[src/nau_pkg.sv]
// ----------------------------------------------------------------------------
// nau_pkg
// Shared types and register indexes of the neuron activation unit.
// ----------------------------------------------------------------------------
`default_nettype none

package nau_pkg;

   typedef enum logic [1:0] {
      MODE_IDENTITY,
      MODE_SIGMOID,
      MODE_LINEAR,
      MODE_BINARY
   } mode_type;

   localparam int CSR_ADDR_W = 3;

   localparam logic [CSR_ADDR_W-1:0] CSR_MODE      = 3'd0;
   localparam logic [CSR_ADDR_W-1:0] CSR_GAIN      = 3'd1;
   localparam logic [CSR_ADDR_W-1:0] CSR_MIN_X     = 3'd2;
   localparam logic [CSR_ADDR_W-1:0] CSR_MAX_X     = 3'd3;
   localparam logic [CSR_ADDR_W-1:0] CSR_MIN_Y     = 3'd4;
   localparam logic [CSR_ADDR_W-1:0] CSR_MAX_Y     = 3'd5;
   localparam logic [CSR_ADDR_W-1:0] CSR_CUT_LEVEL = 3'd6;

   // per item flags carried alongside the divider chain
   typedef struct packed {
      logic sig_sat;   // sigmoid input beyond the saturation point
      logic x_neg;     // scaled sigmoid input is negative
      logic lin_neg;   // linear quotient is negative
      logic lin_ovf;   // linear quotient too large for the chain
   } flags_type;

endpackage

`default_nettype wire

[src/nau_back.sv]
// ----------------------------------------------------------------------------
// nau_back
// Result selection by mode and the output register.
// ----------------------------------------------------------------------------
`default_nettype none

module nau_back #(
   parameter int W  = 32,
   parameter int F  = 16,
   parameter int NQ = 33
) (
   input  wire logic                clock,
   input  wire logic                reset,
   input  wire logic                en,
   input  wire nau_pkg::mode_type   mode,
   input  wire logic [W-1:0]        min_y,
   input  wire logic [W-1:0]        max_y,
   input  wire logic [W-1:0]        cut_level,
   input  wire logic [W:0]          dy,
   input  wire logic                lin_err,
   input  wire logic                in_valid,
   input  wire logic [W-1:0]        in_s,
   input  wire nau_pkg::flags_type  in_flags,
   input  wire logic [NQ-1:0]       in_squot,
   input  wire logic [NQ-1:0]       in_lquot,
   output logic                     out_valid,
   output logic [W-1:0]             out_act,
   output logic                     out_err
);
   import nau_pkg::*;

   localparam logic [W-1:0] ONE_W  = W'(1) << F;
   localparam logic [W-1:0] HALF_W = W'(1) << (F - 1);

   logic [W-1:0] sig_val, lin_val, act_in;
   logic         q_gt, err_in;

   always_comb begin
      if (in_flags.sig_sat) begin
         sig_val = in_flags.x_neg ? '0 : ONE_W;
      end else if (in_flags.x_neg) begin
         sig_val = HALF_W - in_squot[W-1:0];
      end else begin
         sig_val = HALF_W + in_squot[W-1:0];
      end

      q_gt = dy[W] | (in_lquot > NQ'(dy));
      if (lin_err) begin
         lin_val = min_y;
      end else if (in_flags.lin_ovf) begin
         lin_val = in_flags.lin_neg ? min_y : max_y;
      end else if (in_flags.lin_neg) begin
         // a zero quotient still counts against a reversed output range
         lin_val = ((in_lquot == '0) && dy[W]) ? max_y : min_y;
      end else begin
         lin_val = q_gt ? max_y : min_y + in_lquot[W-1:0];
      end

      err_in = 1'b0;
      case (mode)
         MODE_IDENTITY: act_in = in_s;
         MODE_SIGMOID:  act_in = sig_val;
         MODE_LINEAR: begin
            act_in = lin_val;
            err_in = lin_err;
         end
         MODE_BINARY:   act_in = ($signed(in_s) > $signed(cut_level)) ? ONE_W : '0;
         default:       act_in = in_s;
      endcase
   end

   always_ff @(posedge clock) begin
      if (reset) begin
         out_valid <= 1'b0;
      end else if (en) begin
         out_valid <= in_valid;
      end
      if (en) begin
         out_act <= act_in;
         out_err <= err_in;
      end
   end

endmodule

`default_nettype wire

[config.mk]
export PLATFORM = sky130hd
export DESIGN_NAME = nau_back
export DESIGN_NICKNAME = d
export VERILOG_FILES = /design/src/nau_pkg.sv /design/src/nau_back.sv
export SDC_FILE = /design/constraint.sdc
export NUM_CORES = 1
export LEC_CHECK = 0
export BUFFER_PORTS_ARGS = -buffer_cell sky130_fd_sc_hd__buf_2
export CORE_ASPECT_RATIO = 1.5
export CORE_UTILIZATION = 48
export CTS_BUF_LIST = sky130_fd_sc_hd__clkbuf_16
export DETAILED_ROUTE_END_ITERATION = 6
export GPL_TIMING_DRIVEN = 0
export PLACE_DENSITY = 0.76
export SYNTH_ARGS = -nofsm -noshare
export SYNTH_HDL_FRONTEND = slang
export SYNTH_SLANG_ARGS = --single-unit
[constraint.sdc]
create_clock -name clock -period 10.15 [get_ports clock]
set_input_delay 3.045 -clock clock [delete_from_list [all_inputs] [get_ports clock]]
set_output_delay 3.045 -clock clock [all_outputs]
set_load 0.01 [all_outputs]
==> impl_metrics.tcl <==
set metrics [dict create \
    grt_pass1_wl_um 49800 \
    route.detailed.drc 10 \
    numCtsBuffers 5 \
    cp-end-kind "flip-flop" \
    switching_share_pct 41.9 \
    grt_usage_pct 38.1 \
    clock_path_buffers 2 \
    min_period_ns 6.28 \
    start_util_pct 48.9 \
    syn-num-nets 1401 \
    hold_depth 2 \
    boundaryPins 272 \
    vdd.ir_drop.worst_mv 0.0709 \
    row_count 57 \
    final_nets 1671 \
    relSlewSlack_pct 31.3 \
    fin_crit_sh_pct 61.9 \
    n_fill_cell 1618 \
    rsz0062_at_grt "no" \
    hold_viol 0 \
    synth-seq-cells 34 \
    critPathLaunchType "input pin" \
    yosys_warnings 0 \
    p_clk_share_pct 22.8 \
    worst_pin_slew_ns 1.03 \
    die_x_um 107 \
    cp_max_fo 10 \
    outcome "finished with violations" \
    post-cts-setup-buffers 0 \
    pwr-share-seq_pct 22.6 \
    grt_pass1_vias 9387 \
    ant_nets 0 \
    gp_congestion 0.985 \
    ys.flop_type "edfxtp_1" \
    netlist_instances 1062 \
    finalSetupTns_ns 0 \
    setup_viol 0 \
    areaGrowthSynthToFinish_pct 22.2 \
    required_ns 10.16 \
    cts_tree "built" \
    power_density_mw_per_mm2 81.7 \
    synth-edff-count 33 \
    syn_area_per_cell_um2 7.43 \
    leakage_nw 4.46 \
    fp.dieArea_mm2 0.0170 \
    port_buffers 263 \
    crit_type "in2reg" \
    synth_most_common_cell "ha_1" \
    yosys-top-cells-count "100 x ha_1, 92 x nand2_1, 90 x a21oi_1" \
    violations "design-rule violations" \
    multiInputGateArea_mm2 0.00632 \
    clkTransAtPathRegs_ns 0.06 \
    root_buffer "clkbuf_16" \
    slew_viol_final 0 \
    whs_endpoint "out_valid" \
    cts_resized 0 \
    ys_types 83 \
    async_reset_ff_share_pct 0 \
    antenna_found_initial 6 \
    clock_sinks 34 \
    combPwrFrac_pct 54.6 \
    grt_overflow 0 \
    drt-pass1-iter-count 7 \
    design.core.area_mm2 0.0161 \
    fmax_mhz 159 \
    syn-cell-area_mm2 0.00789 \
    synth.top_cells.by_area "ha_1 16%, edfxtp_1 13%, a21oi_1 5.7%" \
    cts_max_level 2 \
    fin_util_pct 59.8 \
    r2r-end "out_valid" \
    p_switching_w 0.000330 \
    yosysTopAreaCellShare_pct 15.9 \
    hpwl_um 27600 \
    arrival_ns 6.29 \
    die_h_um 159 \
    hp-class "reg2reg" \
    hp-start "out_valid" \
    insertion_delay_ns 0.30 \
    rr_worst_depth 2 \
    ys_seq_area_share_pct 12.8 \
    drt-initial-drc-count 1142 \
    p_int_w 0.000458 \
    grt_max_degree 35 \
    final-seq-area_mm2 0.00101 \
    drive_above_1_share_pct 23.0 \
    yosysTopAreaCell "ha_1" \
    routedWlPerCell_um 21.4 \
    max_cap_viol_count 0 \
    reg2reg_from "out_valid" \
    fin_skew_ns 0 \
    regToRegSetupSlack_ns 9.56 \
    drt-total-wl_um 33100 \
    hold_buffers 0 \
    dr_total_vias 9886 \
    via_per_inst 6.40 \
]
-- flip-flops by register name, indices dropped and copies added (netlist names) --
signal     count
out_err        1
out_valid      1
out_act       32
-- area by class of cell --
| type | instances | share of cell area (%) |
|---|---|---|
| Antenna cell | 5 | 0.130 |
| Buffer | 52 | 2.30 |
| Clock buffer | 5 | 1.30 |
| Clock inverter | 3 | 0.390 |
| Inverter | 90 | 3.51 |
| Multi-Input combinational cell | 886 | 65.5 |
| Sequential cell | 34 | 10.5 |
| Tap cell | 206 | 2.67 |
| Timing Repair Buffer | 263 | 13.7 |
-- worst max-delay path, stage by stage --
cell,delay (ns)
buf_2,0.16
inv_1,0.06
ha_1,0.34
nand4_2,0.17
nor4_2,0.41
nor4b_4,0.34
nor2b_2,0.13
a211oi_4,0.44
buf_4,0.30
mux2_2,0.34
o21ai_0,0.34
o221ai_1,0.21
-- power groups by stage --
stage          clock network (W)  registers (W)  logic [W]
2_1_floorplan                  0       0.000188   0.000242
3_3_place_gp                   0       0.000180   0.000412
3_5_place_dp                   0       0.000181   0.000417
4_1_cts                 0.000180       0.000178   0.000419
5_1_grt                 0.000183       0.000179   0.000466
6_report                0.000180       0.000178   0.000430
-- logic make-up after synthesis --
kind of cell    share of synthesized area (%)
fa+ha+maj                                16.1
compound gates                           31.2
buf+inv                                  7.09
simple gates                             21.2
flops                                    12.8
xor+xnor                                 5.66
mux                                      5.92
-- metrics by stage --
step	total power [W]	instances	worst slack (ns)	area, um2	hold slack [ns]
global route	0.000828	1543	3.77	9630	0.525
global placement	0.000593	1531	3.68	9460	0.476
finish	0.000787	1544	3.87	9640	0.511
floorplan	0.000430	1062	4.60	7890	0.528
CTS	0.000777	1539	3.94	9620	0.513
detailed placement	0.000598	1531	3.62	9460	0.498
-- layout by cell type, fill, tap and decap left out, types with 12 or more instances in the layout --
master	n
nor4_1	15
ha_1	100
a21oi_1	90
xnor2_1	30
o22ai_1	19
nor3_1	23
xor2_1	21
nand2b_1	12
nor2_1	75
a211oi_1	14
nand2_1	92
nor2b_1	13
a31oi_1	13
clkbuf_1	37
nand3_1	34
o21ai_0	57
nand4_1	20
inv_1	90
mux2_2	13
a21o_1	19
mux2i_1	32
edfxtp_1	33
buf_2	269
-- layer usage --
layer  track usage, %  share of wire (%)
met1             43.1                 36
met2             66.6                 48
met3             4.99                8.5
met4             24.0                6.9
met5                0                  0
-- worst max path at each step --
stage | from | endpoint | slack, ns | cells after the start
3_5_place_dp | dy[32] | out_act[10] | 3.62 | 12
4_1_cts | dy[32] | out_act[10] | 3.94 | 12
3_3_place_gp | dy[32] | out_act[10] | 3.68 | 12
6_report | dy[32] | out_act[10] | 3.87 | 12
2_1_floorplan | dy[31] | out_act[10] | 4.60 | 11
5_1_grt | dy[32] | out_act[10] | 3.77 | 12
No activity file was read; power rests on OpenSTA's default activity.
