===== src/nau_pkg.sv =====
// ----------------------------------------------------------------------------
// nau_pkg
// Shared types and register indexes of the neuron activation unit.
// ----------------------------------------------------------------------------
`default_nettype none

package nau_pkg;

   typedef enum logic [1:0] {
      MODE_IDENTITY,
      MODE_SIGMOID,
      MODE_LINEAR,
      MODE_BINARY
   } mode_type;

   localparam int CSR_ADDR_W = 3;

   localparam logic [CSR_ADDR_W-1:0] CSR_MODE      = 3'd0;
   localparam logic [CSR_ADDR_W-1:0] CSR_GAIN      = 3'd1;
   localparam logic [CSR_ADDR_W-1:0] CSR_MIN_X     = 3'd2;
   localparam logic [CSR_ADDR_W-1:0] CSR_MAX_X     = 3'd3;
   localparam logic [CSR_ADDR_W-1:0] CSR_MIN_Y     = 3'd4;
   localparam logic [CSR_ADDR_W-1:0] CSR_MAX_Y     = 3'd5;
   localparam logic [CSR_ADDR_W-1:0] CSR_CUT_LEVEL = 3'd6;

   // per item flags carried alongside the divider chain
   typedef struct packed {
      logic sig_sat;   // sigmoid input beyond the saturation point
      logic x_neg;     // scaled sigmoid input is negative
      logic lin_neg;   // linear quotient is negative
      logic lin_ovf;   // linear quotient too large for the chain
   } flags_type;

endpackage

`default_nettype wire


===== src/nau_div_cell.sv =====
// ----------------------------------------------------------------------------
// nau_div_cell
// One restoring division step for the sigmoid and the linear quotient.
// ----------------------------------------------------------------------------
`default_nettype none

module nau_div_cell #(
   parameter int W   = 32,
   parameter int NQ  = 33,
   parameter int SDW = 25,
   parameter int LDW = 33
) (
   input  wire logic                clock,
   input  wire logic                reset,
   input  wire logic                en,
   input  wire logic [LDW-1:0]      lin_div,
   input  wire logic                in_valid,
   input  wire logic [W-1:0]        in_s,
   input  wire nau_pkg::flags_type  in_flags,
   input  wire logic [SDW-1:0]      in_sden,
   input  wire logic [SDW-1:0]      in_srem,
   input  wire logic [NQ-1:0]       in_snq,
   input  wire logic [LDW-1:0]      in_lrem,
   input  wire logic [NQ-1:0]       in_lnq,
   output logic                     out_valid,
   output logic [W-1:0]             out_s,
   output nau_pkg::flags_type       out_flags,
   output logic [SDW-1:0]           out_sden,
   output logic [SDW-1:0]           out_srem,
   output logic [NQ-1:0]            out_snq,
   output logic [LDW-1:0]           out_lrem,
   output logic [NQ-1:0]            out_lnq
);
   import nau_pkg::*;

   logic [SDW:0]   s_try, s_diff;
   logic [LDW:0]   l_try, l_diff;
   logic           s_ge, l_ge;
   logic [SDW-1:0] srem_in;
   logic [LDW-1:0] lrem_in;

   // shift in the next dividend bit, subtract where it fits
   always_comb begin
      s_try   = {in_srem, in_snq[NQ-1]};
      s_diff  = s_try - {1'b0, in_sden};
      s_ge    = (s_try >= {1'b0, in_sden});
      srem_in = s_ge ? s_diff[SDW-1:0] : s_try[SDW-1:0];
      l_try   = {in_lrem, in_lnq[NQ-1]};
      l_diff  = l_try - {1'b0, lin_div};
      l_ge    = (l_try >= {1'b0, lin_div});
      lrem_in = l_ge ? l_diff[LDW-1:0] : l_try[LDW-1:0];
   end

   always_ff @(posedge clock) begin
      if (reset) begin
         out_valid <= 1'b0;
      end else if (en) begin
         out_valid <= in_valid;
      end
      if (en) begin
         out_s     <= in_s;
         out_flags <= in_flags;
         out_sden  <= in_sden;
         out_srem  <= srem_in;
         out_snq   <= {in_snq[NQ-2:0], s_ge};
         out_lrem  <= lrem_in;
         out_lnq   <= {in_lnq[NQ-2:0], l_ge};
      end
   end

endmodule

`default_nettype wire


===== config.mk =====
export PLATFORM = sky130hd
export DESIGN_NAME = nau_div_cell
export DESIGN_NICKNAME = d
export VERILOG_FILES = /design/src/nau_pkg.sv /design/src/nau_div_cell.sv
export SDC_FILE = /design/constraint.sdc
export NUM_CORES = 1
export LEC_CHECK = 0
export ABC_CLOCK_PERIOD_IN_PS = 7800
export BUFFER_PORTS_ARGS = -buffer_cell sky130_fd_sc_hd__buf_4
export CORE_AREA = 2 2 160 162
export DETAILED_ROUTE_END_ITERATION = 12
export DIE_AREA = 0 0 162 164
export GPL_TIMING_DRIVEN = 0
export PLACE_DENSITY = 0.69
export SYNTH_ARGS = -nofsm -noshare
export SYNTH_HDL_FRONTEND = slang
export SYNTH_SLANG_ARGS = --single-unit

===== constraint.sdc =====
create_clock -name clock -period 7.8 [get_ports clock]
set_clock_uncertainty 0.15 [all_clocks]
set_input_delay 1.95 -clock clock [delete_from_list [all_inputs] [get_ports clock]]
set_output_delay 1.95 -clock clock [all_outputs]
set_load 0.02 [all_outputs]

==> flow_metrics.env <==
export IMPL_syn_nets=1050
export IMPL_cp_arrival_ns=5.03
export IMPL_synth_top_cell_area_share_pct=58.7
export IMPL_cts_root_buf="clkbuf_16"
export IMPL_clock_path_buffers=2
export IMPL_tightest_slew_ns=0.868
export IMPL_cts_resized=0
export IMPL_synth_mux_area_share_pct=2.05
export IMPL_fmax_mhz=200
export IMPL_grt_max_degree=106
export IMPL_crit_start="in_sden[0]"
export IMPL_n_fill_cell=2188
export IMPL_grt_pass1_wl_um=41700
export IMPL_vdd_drop_max_mv=0.165
export IMPL_ys_seq_area_share_pct=58.9
export IMPL_reg2reg_depth=2
export IMPL_rrSetupSlack_ns=7.07
export IMPL_rsz0062_at_grt="false"
export IMPL_routed_wl_um=28700
export IMPL_grt_pass1_vias=7321
export IMPL_synth_simple_area_share_pct=8.64
export IMPL_relSlewSlack_pct=41.7
export IMPL_worstReg2RegStart="out_valid$_SDFFE_PP0P_"
export IMPL_ios=408
export IMPL_drt_iter0_markers=427
export IMPL_synth_area_um2=9460
export IMPL_setup_viol=0
export IMPL_ctsHoldBuffers=0
export IMPL_endpoint_kind="register"
export IMPL_track_usage_pct=20.6
export IMPL_core_area_um2=24800
export IMPL_num_nets_final=1477
export IMPL_wl_per_cell_um=18.7
export IMPL_stdcell_count=1539
export IMPL_yosysWarnings=0
export IMPL_dpl_cell_area_um2=13000
export IMPL_synth_top_area_cell="edfxtp_1"
export IMPL_setup_ws_ns=2.79
export IMPL_synthCells=768
export IMPL_critPathMaxFanout=10
export IMPL_synthFlopType="edfxtp_1"
export IMPL_cts_tree="yes"
export IMPL_htreeDepth=4
export IMPL_synth_edf_count=185
export IMPL_utilization_pct=54.6
export IMPL_die_w_um=162
export IMPL_crit_end="out_srem[16]$_DFFE_PP_"
export IMPL_async_flop_share_pct=0
export IMPL_cts_buffers=17
export IMPL_dr_pass1_iters=6
export IMPL_synth_cell_types=68
export IMPL_status="finished, final reports clean"
export IMPL_leakagePower_nw=6.09
export IMPL_die_y_um=164
export IMPL_dp_cells=1506
export IMPL_ys_top_cells_by_area="edfxtp_1 (59%), ha_1 (7.7%), a21oi_1 (4.2%)"
export IMPL_drv_cap=0
export IMPL_period_minus_slack_ns=5.01
export IMPL_clk_pin_slew_ns=0.08
export IMPL_syn_to_final_growth_pct=43.3
export IMPL_ant_nets=0
export IMPL_grt_ovfl_total=0
export IMPL_routabilityCongestion=0.878
export IMPL_start_kind="primary input"
export IMPL_synth_compound_area_share_pct=13.9
export IMPL_ys_ff_latch=186
export IMPL_synth_top_family_by_area="compound AO/OA/AOI/OAI gates"
export IMPL_clock_latency_ns=0.43
export IMPL_drc_errors=0
export IMPL_avgSynthCellArea_um2=12.3
export IMPL_postCtsSetupBuffers=0
export IMPL_yosys_area_share_adder_pct=8.10
export IMPL_clock_sinks=186
export IMPL_avgViaCountPerCell=4.98
export IMPL_hpwlAfterDp_um=22500
export IMPL_r2r_end="out_valid$_SDFFE_PP0P_"
export IMPL_drive_above_1_share_pct=40.2
export IMPL_required_ns=7.82
export IMPL_antenna_found_initial=1
export IMPL_final_hold_viol_count=0
export IMPL_dp_slack_ns=2.37
export IMPL_rows=58
export IMPL_port_buffers=407
export IMPL_min_period_over_period_pct=64.2
export IMPL_hold_slack_ns=0.358
export IMPL_dieArea_um2=26600
export IMPL_vias=7662
export IMPL_setup_tns_ns=0
export IMPL_powerDensity_nw_per_um2=214
export IMPL_critPathKind="primary input to register"
export IMPL_finalMaxSlewViolations=0
export IMPL_hold_class="register to register"
export IMPL_total_power_mw=2.91
export IMPL_synthXorXnorAreaFrac_pct=4.44
export IMPL_design_area_um2=13600
export IMPL_initial_core_util_pct=38.1
## cell type report
type	instances	area [um^2]	area share, %
Timing Repair Buffer	408	3090	22.8
Inverter	70	270	1.99
Sequential cell	186	5580	41.1
Antenna cell	1	2.50	0.0185
Clock inverter	15	166	1.23
Clock buffer	17	425	3.14
Tap cell	330	413	3.05
Buffer	18	98.8	0.729
Multi-Input combinational cell	494	3510	25.9
## cells in the final DEF (no fill, tap or decap), types with 8 or more instances in the layout
master / count
a211oi_1: 8
a21o_1: 29
a21oi_1: 79
buf_4: 408
clkbuf_16: 17
edfxtp_1: 185
ha_1: 58
inv_1: 69
mux2_2: 15
nand2_1: 31
nand2b_1: 8
nand3_1: 14
nand4_1: 9
nor2_1: 67
o21a_1: 8
o21ai_0: 28
xnor2_1: 32
xor2_1: 16
## how the worst min path moves through the flow
stage,from,end,slack (ns),cells past startpoint
6_report,out_valid$_SDFFE_PP0P_,out_valid$_SDFFE_PP0P_,0.36,2
3_3_place_gp,out_valid$_SDFFE_PP0P_,out_valid$_SDFFE_PP0P_,0.33,2
2_1_floorplan,out_valid$_SDFFE_PP0P_,out_valid$_SDFFE_PP0P_,0.43,2
5_1_grt,out_valid$_SDFFE_PP0P_,out_valid$_SDFFE_PP0P_,0.40,2
4_1_cts,out_valid$_SDFFE_PP0P_,out_valid$_SDFFE_PP0P_,0.36,2
3_5_place_dp,out_valid$_SDFFE_PP0P_,out_valid$_SDFFE_PP0P_,0.34,2
## sequential cells by signal, summed over array words and instances, names as in the netlist
name       cells
out_lnq       33
out_lrem      33
out_snq       33
out_s         32
out_sden      25
out_srem      25
out_flags      4
out_valid      1
## cell families (layout without fill, tap and decap cells)
| family | count (synthesis) | after routing |
|---|---|---|
| AOI/OAI and AO/OA | 200 | 200 |
| buffers and inverters | 88 | 528 |
| other | 0 | 1 |
| xor gates and xnor gates | 48 | 48 |
| DFF | 186 | 186 |
| adders and majority gates | 60 | 60 |
| and+or+nand+nor | 169 | 169 |
| muxes | 17 | 17 |
## Yosys cell counts, types with 2 or more instances
cell type,count
edfxtp_1,185
a21oi_1,79
inv_1,69
nor2_1,67
ha_1,58
xnor2_1,32
nand2_1,31
a21o_1,29
o21ai_0,28
xor2_1,16
mux2_2,15
nand3_1,14
nand4_1,9
a211oi_1,8
nand2b_1,8
o21a_1,8
buf_2,7
clkbuf_1,7
nor3_1,7
a31oi_1,6
and3_1,5
nor2b_1,5
o21bai_1,5
o31ai_1,5
and2_1,4
o211ai_1,4
or3_1,3
a2111oi_0,2
a211o_1,2
a21o_2,2
a41oi_2,2
and2_2,2
and3_2,2
buf_4,2
buf_6,2
fa_1,2
nand3b_1,2
nand4b_1,2
nor4_1,2
o211a_1,2
## layer usage
metal / vias to the layer above / global-route usage, % / part of all wire, % / wire, um
met5: - / 0 / 0 / 0
met4: 0 / 7.88 / 2.7 / 789
met3: 40 / 4.85 / 6.7 / 1910
met2: 282 / 35.3 / 50 / 14200
met1: 3637 / 25.3 / 41 / 11800
li1: 3703 / - / - / -
## critical path, cell delays in order
cell,delay (ns)
buf_4,0.11
ha_1,0.21
fa_1,0.41
nand2b_1,0.19
a211oi_1,0.22
nor3_1,0.19
o311ai_2,0.41
a41oi_2,0.24
o21ai_4,0.41
buf_4,0.27
buf_2,0.28
a21oi_1,0.13
## report_power, final
group	internal (mW)	switching (mW)
sequential	1.23	0.0287
combinational	0.346	0.421
clock	0.434	0.449
Power figures use the tool's default switching activity.
